File: config.mk
export PLATFORM = sky130hd
export DESIGN_NAME = cpf_check_digit_validator
export DESIGN_NICKNAME = d
export VERILOG_FILES = /design/src/sv/cpfv_pkg.sv /design/src/sv/cpf_check_digit_validator.sv /design/src/sv/cpfv_front.sv /design/src/sv/cpfv_queue.sv /design/src/sv/cpfv_back.sv
export SDC_FILE = /design/constraint.sdc
export NUM_CORES = 1
export LEC_CHECK = 0
export BUFFER_PORTS_ARGS = -buffer_cell sky130_fd_sc_hd__buf_2
export CAP_MARGIN = 20
export CORE_UTILIZATION = 59
export CTS_CLUSTER_DIAMETER = 50
export CTS_CLUSTER_SIZE = 40
export DETAILED_ROUTE_END_ITERATION = 8
export PLACE_DENSITY = 0.75
export SLEW_MARGIN = 20
export SYNTH_ARGS = -nofsm -noshare
export SYNTH_HDL_FRONTEND = slang
export SYNTH_SLANG_ARGS = --single-unit
File: constraint.sdc
create_clock -name clk -period 12.25 [get_ports clk]
set_input_delay 2.45 -clock clk [delete_from_list [all_inputs] [get_ports clk]]
set_output_delay 2.45 -clock clk [all_outputs]
set_load 0.05 [all_outputs]
File: src/sv/cpfv_pkg.sv
// Shared types, character codes and small arithmetic helpers for the CPF
// check-digit validator. No dependencies.
package cpfv_pkg;

  localparam int QueueDepth = 2;

  localparam logic [7:0] CHAR_ZERO = 8'h30;
  localparam logic [7:0] CHAR_NINE = 8'h39;
  localparam logic [7:0] CHAR_DOT  = 8'h2E;
  localparam logic [7:0] CHAR_DASH = 8'h2D;

  localparam logic [3:0] POS_DOT_A = 4'd3;
  localparam logic [3:0] POS_DOT_B = 4'd7;
  localparam logic [3:0] POS_DASH  = 4'd11;
  localparam logic [3:0] POS_LAST  = 4'd13;
  localparam logic [3:0] POS_MAX   = 4'd15;
  localparam logic [3:0] CPF_LEN   = 4'd14;
  localparam logic [3:0] MODULUS   = 4'd11;

  typedef enum logic [2:0] {
    ERR_OK     = 3'd0,
    ERR_LENGTH = 3'd1,
    ERR_FORMAT = 3'd2,
    ERR_SAME   = 3'd3,
    ERR_CHECK1 = 3'd4,
    ERR_CHECK2 = 3'd5
  } err_t;

  // One classified character as it travels from the front to the back.
  typedef struct packed {
    logic       last;
    logic       len_ok;     // character count reaches exactly 14 here
    logic       digit_pos;  // a digit position inside the first 14
    logic       fmt_ok;     // separator or digit as expected
    logic       first;      // first digit position
    logic       tenth;      // tenth digit position
    logic [3:0] digit;
    logic [3:0] p1;         // digit times first weight, mod 11
    logic [3:0] p2;         // digit times second weight, mod 11
  } class_t;

  // Remainder by 11 of a value below 128: reciprocal estimate, then one fix.
  function automatic logic [3:0] mod11(input logic [6:0] x);
    logic [13:0] prod;
    logic [3:0]  q;
    logic [6:0]  r;
    prod = 14'(x) * 14'd93;
    q    = prod[13:10];
    r    = x - 7'(q) * 7'(MODULUS);
    if (r >= 7'(MODULUS)) begin
      r = r - 7'(MODULUS);
    end
    return r[3:0];
  endfunction

  // Check digit from the residue of the weighted sum: (10*r) mod 11, ten as zero.
  function automatic logic [3:0] check_of(input logic [3:0] r);
    logic [3:0] c;
    if (r <= 4'd1) begin
      c = 4'd0;
    end else begin
      c = MODULUS - r;
    end
    return c;
  endfunction

endpackage

File: src/sv/cpf_check_digit_validator.sv
// CPF check-digit validator, top level: front classifier, queue and back.
// Depends on cpfv_pkg, cpfv_front, cpfv_queue and cpfv_back.
//
// Usage: the input stream carries one ASCII character of a number written as
// ddd.ddd.ddd-dd per request, with s_tlast on its final character. For every
// request with s_tlast set the block returns one verdict on the output stream:
// valid_res is 1 when the number passed every check, and error_code gives the
// first failing check (length, format, all digits equal, first check digit,
// second check digit). Requests without s_tlast give no output.
// Throughput: one character per cycle, sustained while the queue is not full. The
// front writes the classified character into the queue at acceptance; the back
// folds it into the residues when it pops it from the queue and, on the last
// character, loads the verdict register, which raises m_tvalid.
// A stalled receiver holds the verdict; characters keep flowing until the
// last character of a second number reaches the head of the queue and the
// queue (QUEUE_DEPTH entries) fills behind it, and then s_tready drops.
// Reset clears the counters, residues and queue, and the block takes a
// character in the first cycle after reset.
module cpf_check_digit_validator import cpfv_pkg::*; #(
  parameter int QUEUE_DEPTH = QueueDepth
) (
  input  logic       clk,
  input  logic       rst,
  input  logic       s_tvalid,
  output logic       s_tready,
  input  logic [7:0] s_tdata,   // [7:0] character
  input  logic       s_tlast,
  output logic       m_tvalid,
  input  logic       m_tready,
  output logic [7:0] m_tdata    // [0] valid_res, [3:1] error_code, [7:4] zero
);

  class_t entry;
  class_t q_data;
  logic   push;
  logic   pop;
  logic   q_valid;
  logic   q_full;

  cpfv_front u_front (
    .clk      (clk),
    .rst      (rst),
    .s_tvalid (s_tvalid),
    .s_tready (s_tready),
    .s_tdata  (s_tdata),
    .s_tlast  (s_tlast),
    .q_full   (q_full),
    .push     (push),
    .entry    (entry)
  );

  cpfv_queue #(
    .DEPTH (QUEUE_DEPTH)
  ) u_queue (
    .clk       (clk),
    .rst       (rst),
    .push      (push),
    .push_data (entry),
    .pop       (pop),
    .q_valid   (q_valid),
    .q_full    (q_full),
    .q_data    (q_data)
  );

  cpfv_back u_back (
    .clk      (clk),
    .rst      (rst),
    .q_valid  (q_valid),
    .q_data   (q_data),
    .pop      (pop),
    .m_tvalid (m_tvalid),
    .m_tready (m_tready),
    .m_tdata  (m_tdata)
  );

endmodule

File: src/sv/cpfv_front.sv
// Front part: accepts characters, tracks position and digit index, and
// classifies each character. Depends on cpfv_pkg.
module cpfv_front import cpfv_pkg::*; (
  input  logic       clk,
  input  logic       rst,
  input  logic       s_tvalid,
  output logic       s_tready,
  input  logic [7:0] s_tdata,   // [7:0] character
  input  logic       s_tlast,
  input  logic       q_full,
  output logic       push,
  output class_t     entry
);

  logic [3:0] char_position;
  logic [3:0] digit_index;
  logic [3:0] char_position_next;
  logic [3:0] digit_index_next;
  logic       is_digit;
  logic [3:0] d;
  logic [3:0] w1;
  logic [3:0] w2;
  logic       in_range;
  logic       sep_pos;

  assign s_tready = !q_full;
  assign push     = s_tvalid && s_tready;

  always_comb begin
    in_range = char_position < CPF_LEN;
    is_digit = (s_tdata >= CHAR_ZERO) && (s_tdata <= CHAR_NINE);
    d        = is_digit ? 4'(s_tdata - CHAR_ZERO) : 4'd0;
    w1       = (digit_index < 4'd9)  ? 4'(4'd10 - digit_index) : 4'd0;
    w2       = (digit_index < 4'd10) ? 4'(4'd11 - digit_index) : 4'd0;
    sep_pos  = (char_position == POS_DOT_A) || (char_position == POS_DOT_B) ||
               (char_position == POS_DASH);

    entry.last      = s_tlast;
    entry.len_ok    = (char_position == POS_LAST);
    entry.digit_pos = in_range && !sep_pos;
    entry.first     = (digit_index == 4'd0);
    entry.tenth     = (digit_index == 4'd9);
    entry.digit     = d;
    entry.p1        = mod11(7'(d * w1));
    entry.p2        = mod11(7'(d * w2));
    if (!in_range) begin
      entry.fmt_ok = 1'b1;
    end else if ((char_position == POS_DOT_A) || (char_position == POS_DOT_B)) begin
      entry.fmt_ok = (s_tdata == CHAR_DOT);
    end else if (char_position == POS_DASH) begin
      entry.fmt_ok = (s_tdata == CHAR_DASH);
    end else begin
      entry.fmt_ok = is_digit;
    end

    char_position_next = (char_position == POS_MAX) ? POS_MAX : char_position + 4'd1;
    if (entry.digit_pos && digit_index != 4'd15) begin
      digit_index_next = digit_index + 4'd1;
    end else begin
      digit_index_next = digit_index;
    end
  end

  always_ff @(posedge clk) begin
    if (rst) begin
      char_position <= '0;
      digit_index   <= '0;
    end else if (push) begin
      if (s_tlast) begin
        char_position <= '0;
        digit_index   <= '0;
      end else begin
        char_position <= char_position_next;
        digit_index   <= digit_index_next;
      end
    end
  end

endmodule

File: src/sv/cpfv_queue.sv
// Short queue of classified characters between the front and the back.
// Depends on cpfv_pkg.
module cpfv_queue import cpfv_pkg::*; #(
  parameter int DEPTH = QueueDepth
) (
  input  logic   clk,
  input  logic   rst,
  input  logic   push,
  input  class_t push_data,
  input  logic   pop,
  output logic   q_valid,
  output logic   q_full,
  output class_t q_data
);

  localparam int AW = (DEPTH > 1) ? $clog2(DEPTH) : 1;
  localparam int CW = $clog2(DEPTH + 1);

  class_t         mem [DEPTH];
  logic [AW-1:0]  wr_ptr;
  logic [AW-1:0]  rd_ptr;
  logic [CW-1:0]  count;

  assign q_valid = (count != '0);
  assign q_full  = (count == CW'(DEPTH));
  assign q_data  = mem[rd_ptr];

  always_ff @(posedge clk) begin
    if (push) begin
      mem[wr_ptr] <= push_data;
    end
  end

  always_ff @(posedge clk) begin
    if (rst) begin
      wr_ptr <= '0;
      rd_ptr <= '0;
      count  <= '0;
    end else begin
      if (push) begin
        wr_ptr <= (wr_ptr == AW'(DEPTH - 1)) ? '0 : wr_ptr + AW'(1);
      end
      if (pop) begin
        rd_ptr <= (rd_ptr == AW'(DEPTH - 1)) ? '0 : rd_ptr + AW'(1);
      end
      if (push && !pop) begin
        count <= count + CW'(1);
      end else if (pop && !push) begin
        count <= count - CW'(1);
      end
    end
  end

  a_no_overflow: assert property (@(posedge clk) disable iff (rst)
    q_full |-> !push) else $error("queue written while full");
  a_no_underflow: assert property (@(posedge clk) disable iff (rst)
    !q_valid |-> !pop) else $error("queue read while empty");
  a_count_range: assert property (@(posedge clk) disable iff (rst)
    count <= CW'(DEPTH)) else $error("queue count out of range");

endmodule

File: src/sv/cpfv_back.sv
// Back part: keeps the mod-11 residues and the digit checks, and gives the
// verdict on the last character through an output register. Depends on cpfv_pkg.
module cpfv_back import cpfv_pkg::*; (
  input  logic       clk,
  input  logic       rst,
  input  logic       q_valid,
  input  class_t     q_data,
  output logic       pop,
  output logic       m_tvalid,
  input  logic       m_tready,
  output logic [7:0] m_tdata    // [0] valid_res, [3:1] error_code, [7:4] zero
);

  logic [3:0] r1;
  logic [3:0] r2;
  logic [3:0] leading;
  logic       all_eq;
  logic       fmt_bad;
  logic [3:0] tenth;
  logic       valid_res;
  err_t       error_code;

  logic [3:0] r1_next;
  logic [3:0] r2_next;
  logic [3:0] leading_next;
  logic       all_eq_next;
  logic       fmt_bad_next;
  logic [3:0] tenth_next;
  logic [3:0] final_digit;
  logic       good_digit;
  logic [4:0] sum1;
  logic [4:0] sum2;
  err_t       code;

  assign pop      = q_valid && (!q_data.last || !m_tvalid || m_tready);
  assign m_tdata  = {4'd0, error_code, valid_res};

  always_comb begin
    good_digit   = q_data.digit_pos && q_data.fmt_ok;
    sum1         = 5'(r1) + 5'(q_data.p1);
    sum2         = 5'(r2) + 5'(q_data.p2);
    r1_next      = r1;
    r2_next      = r2;
    leading_next = leading;
    all_eq_next  = all_eq;
    tenth_next   = tenth;
    fmt_bad_next = fmt_bad || !q_data.fmt_ok;
    final_digit  = good_digit ? q_data.digit : 4'd0;
    if (good_digit) begin
      r1_next = (sum1 >= 5'(MODULUS)) ? 4'(sum1 - 5'(MODULUS)) : sum1[3:0];
      r2_next = (sum2 >= 5'(MODULUS)) ? 4'(sum2 - 5'(MODULUS)) : sum2[3:0];
      if (q_data.first) begin
        leading_next = q_data.digit;
      end else if (q_data.digit != leading) begin
        all_eq_next = 1'b0;
      end
      if (q_data.tenth) begin
        tenth_next = q_data.digit;
      end
    end

    if (!q_data.len_ok) begin
      code = ERR_LENGTH;
    end else if (fmt_bad_next) begin
      code = ERR_FORMAT;
    end else if (all_eq_next) begin
      code = ERR_SAME;
    end else if (check_of(r1_next) != tenth_next) begin
      code = ERR_CHECK1;
    end else if (check_of(r2_next) != final_digit) begin
      code = ERR_CHECK2;
    end else begin
      code = ERR_OK;
    end
  end

  always_ff @(posedge clk) begin
    if (rst) begin
      r1      <= '0;
      r2      <= '0;
      leading <= '0;
      all_eq  <= 1'b1;
      fmt_bad <= 1'b0;
      tenth   <= '0;
    end else if (pop) begin
      if (q_data.last) begin
        r1      <= '0;
        r2      <= '0;
        leading <= '0;
        all_eq  <= 1'b1;
        fmt_bad <= 1'b0;
        tenth   <= '0;
      end else begin
        r1      <= r1_next;
        r2      <= r2_next;
        leading <= leading_next;
        all_eq  <= all_eq_next;
        fmt_bad <= fmt_bad_next;
        tenth   <= tenth_next;
      end
    end
  end

  always_ff @(posedge clk) begin
    if (rst) begin
      m_tvalid <= 1'b0;
    end else if (pop && q_data.last) begin
      m_tvalid <= 1'b1;
    end else if (m_tready) begin
      m_tvalid <= 1'b0;
    end
  end

  always_ff @(posedge clk) begin
    if (pop && q_data.last) begin
      valid_res  <= (code == ERR_OK);
      error_code <= code;
    end
  end

  a_verdict_flag: assert property (@(posedge clk) disable iff (rst)
    m_tvalid |-> (valid_res == (error_code == ERR_OK)))
    else $error("verdict flag disagrees with error code");
  a_state_cleared: assert property (@(posedge clk) disable iff (rst)
    (pop && q_data.last) |=> (all_eq && !fmt_bad && r1 == 4'd0 && r2 == 4'd0))
    else $error("state not cleared after verdict");
  a_residue_range: assert property (@(posedge clk) disable iff (rst)
    (r1 < MODULUS) && (r2 < MODULUS)) else $error("residue out of range");
  a_no_overwrite: assert property (@(posedge clk) disable iff (rst)
    (m_tvalid && !m_tready) |-> !(pop && q_data.last))
    else $error("pending verdict overwritten");

endmodule
==> results.sh <==
export IMPL_vdd_drop_max_uv=89.37
export IMPL_skew_ns=0.007781
export IMPL_fmax_ghz=0.08530
export IMPL_hold_viol=0
export IMPL_whs_ns=0.5032
export IMPL_clkSlewWorstSetupHoldPaths_ns=0.06
export IMPL_cp_max_fo=4
export IMPL_core_area_um2=13350
export IMPL_async_reset_ff_share_pct=0
export IMPL_seq_area_frac_synth_pct=22.58
export IMPL_die_area_um2=14300
export IMPL_cts_made_buffers=9
export IMPL_fin_cells=1116
export IMPL_final_common_cell="ha_1"
export IMPL_area_growth_pct=9.831
export IMPL_drv_cap=0
export IMPL_slowest_stage="fa_1"
export IMPL_cts_path_max_buffers=2
export IMPL_synth_edf_count=40
export IMPL_slew_violations=0
export IMPL_dp_final_hpwl_um=12920
export IMPL_n_antenna_cell=0
export IMPL_n_fill_cell=1126
export IMPL_htreeDepth=3
export IMPL_synth_fa_ha_area_share_pct=30.34
export IMPL_fin_nets=1123
export IMPL_drcViolationCount=0
export IMPL_drt_pass1_iterations=5
export IMPL_drive_gt1_share_pct=10.43
export IMPL_final_antenna_net_count=0
export IMPL_crit_buf_inv=6
export IMPL_syn_inst=898
export IMPL_num_rows=42
export IMPL_cpMostUsedCell="fa_1"
export IMPL_setup_viol=0
export IMPL_period_share_pct=95.70
export IMPL_critPathKind="input port to flop"
export IMPL_dp_cells=1099
export IMPL_synthFlopType="edfxtp_1"
export IMPL_p_per_area_nw_per_um2=149.2
export IMPL_synth_distinct_cells=75
export IMPL_synth_area_mux_share_pct=4.417
export IMPL_synth_area_um2=8158
export IMPL_cts_tree="done"
export IMPL_worstHoldPathType="flop to flop"
export IMPL_die_h_um=119.6
export IMPL_cp_required_ns=12.33
export IMPL_die_w_um=119.6
export IMPL_worstPathArrival_ns=11.80
export IMPL_grt_ovfl_total=0
export IMPL_synthSimpleGateAreaFrac_pct=15.15
export IMPL_status="finished clean"
export IMPL_clk_latency_ns=0.33
export IMPL_grt_pass1_vias=6244
export IMPL_yosys_register_bits=72
export IMPL_relSlewSlack_pct=43.09
export IMPL_routed_via_count=6496
export IMPL_synthXorXnorAreaFrac_pct=5.153
export IMPL_wire_per_inst_um=14.51
export IMPL_clock_root_buffer="clkbuf_16"
export IMPL_grt_max_degree=33
export IMPL_antenna_found_initial=0
export IMPL_drtIter0Drc=315
export IMPL_synth_warnings=0
export IMPL_vias_per_cell=5.821
export IMPL_synth_compound_area_share_pct=16.09
export IMPL_final_cell_mix="ha_1, inv_1, nor2_1"
export IMPL_leakagePower_nw=4.456
export IMPL_gp_congestion=0.8594
export IMPL_grt_pass1_wl_um=27910
export IMPL_io_buffers=18
export IMPL_cp_start_kind="input port"
export IMPL_clock_sinks=72
export IMPL_max_stage_delay_ns=0.56
export IMPL_routed_wl_um=16190
export IMPL_synth_area_per_cell_um2=9.084
export IMPL_crit_family="adder cells"
export IMPL_initial_core_util_pct=61.12
export IMPL_synth_top_family_by_area="adder cells"
export IMPL_globalRouteTotalUtil_pct=23.74
export IMPL_pin_count=23
export IMPL_period_minus_slack_ns=11.72
export IMPL_cp_end_kind="flop"
export IMPL_tightest_slew_ns=0.8536
worst register-to-register path, delay by kind of cell, from the launching register on:
family | cells | cell delay (ns)
buffers and inverters | 4 | 0.25
AOI/OAI and AO/OA | 7 | 1.05
muxes | 1 | 0.35
xor gates and xnor gates | 2 | 0.27
adders and majority gates | 11 | 4.68
and+or+nand+nor | 13 | 2.80
DFF | 1 | 0.47
kinds of logic (layout without fill, tap and decap cells):
logic type               Yosys count  in the layout
AND/OR/NAND/NOR                  245            245
flip-flops                        72             72
adder cells (fa/ha/maj)          175            175
AO/OA/AOI/OAI                    193            193
buffers and inverters            130            169
multiplexers                      34             34
XOR/XNOR                          48             48
other                              1              4
per-stage QoR:
stage | TNS, ns | setup slack, ns | total power [W] | cell area, um2 | util [%]
floorplan | 0 | 0.3042 | 0.0008935 | 8169 | -
global placement | 0 | 0.1423 | 0.001032 | 8572 | 64.22
detailed placement | -0.01345 | -0.006724 | 0.001041 | 8572 | 64.22
CTS | 0 | 0.3120 | 0.001329 | 8900 | 66.68
global route | -0.007484 | -0.003749 | 0.001421 | 8960 | 67.13
finish | 0 | 0.5268 | 0.001337 | 8960 | 67.13
area by class of cell:
class | instances | area (um2) | share of cell area [%]
Timing Repair Buffer | 45 | 292.8 | 3.268
Inverter | 108 | 405.4 | 4.525
Sequential cell | 72 | 1842 | 20.56
Tap cell | 176 | 220.2 | 2.458
Clock inverter | 7 | 102.6 | 1.145
Clock buffer | 9 | 225.2 | 2.514
Multi-Input combinational cell | 699 | 5872 | 65.54
power by group:
part | switching [W] | internal, W
clock | 0.000102 | 0.000180
combinational | 0.000438 | 0.000285
sequential | 0.0000236 | 0.000308
registers in the layout (all words and copies together) (netlist names), named ones only:
signal                 cells
u_queue.mem               36
u_back.leading             4
u_back.r1                  4
u_back.r2                  4
u_back.tenth               4
u_front.char_position      4
u_front.digit_index        4
u_back.error_code          3
u_queue.count              2
u_back.all_eq              1
u_back.fmt_bad             1
u_back.m_tvalid            1
u_back.valid_res           1
u_queue.rd_ptr             1
u_queue.wr_ptr             1
layer usage:
layer,up-vias,track usage [%],wire length (um)
li1,3296,-,-
met1,3061,29.23,7399
met2,114,43.75,8119
met3,25,2.424,445
met4,0,6.484,227
met5,-,0,0
repair_timing:
action	4_1_cts	5_1_grt
resized for setup	0	14
buffers inserted	0	1
setup endpoints to repair	0	10
hold buffers	0	0
final timing paths:
path                                  startpoint                      endpoint  slack, ns  cells past startpoint
min                 u_back.tenth[3]$_SDFFE_PP0P_  u_back.tenth[3]$_SDFFE_PP0P_       0.50                      2
max reg2reg  u_front.digit_index[0]$_SDFFE_PP0P_   u_queue.mem[0][5]$_DFFE_PP_       2.12                     38
max                                   s_tdata[7]   u_queue.mem[0][5]$_DFFE_PP_       0.53                     39
min reg2reg         u_back.tenth[3]$_SDFFE_PP0P_  u_back.tenth[3]$_SDFFE_PP0P_       0.50                      2
synthesized netlist by cell type (4+ instances only):
| library cell | n | area (um2) |
|---|---|---|
| a2111oi_0 | 6 | 52.55 |
| a211oi_1 | 5 | 37.54 |
| a21o_1 | 18 | 135.1 |
| a21oi_1 | 51 | 255.2 |
| a22oi_1 | 14 | 105.1 |
| a2bb2oi_1 | 5 | 43.79 |
| a31oi_1 | 7 | 43.79 |
| and2_1 | 14 | 87.58 |
| and3_1 | 6 | 37.54 |
| buf_1 | 4 | 15.01 |
| buf_4 | 5 | 37.54 |
| clkbuf_1 | 12 | 45.04 |
| dfxtp_1 | 32 | 640.6 |
| edfxtp_1 | 40 | 1201 |
| fa_1 | 38 | 760.7 |
| ha_1 | 137 | 1714 |
| inv_1 | 107 | 401.6 |
| mux2_2 | 15 | 168.9 |
| mux2i_1 | 18 | 180.2 |
| nand2_1 | 48 | 180.2 |
| nand2b_1 | 12 | 75.07 |
| nand3_1 | 18 | 90.09 |
| nand3b_1 | 6 | 45.04 |
| nand4_1 | 13 | 81.33 |
| nor2_1 | 71 | 266.5 |
| nor2b_1 | 5 | 31.28 |
| nor3_1 | 20 | 100.1 |
| o211ai_1 | 7 | 52.55 |
| o21a_1 | 5 | 37.54 |
| o21ai_0 | 30 | 150.1 |
| o31ai_1 | 5 | 37.54 |
| or2_2 | 5 | 31.28 |
| or3_1 | 7 | 43.79 |
| xnor2_1 | 31 | 271.5 |
| xor2_1 | 17 | 148.9 |
Note: power is estimated with default switching activity, not from simulation.
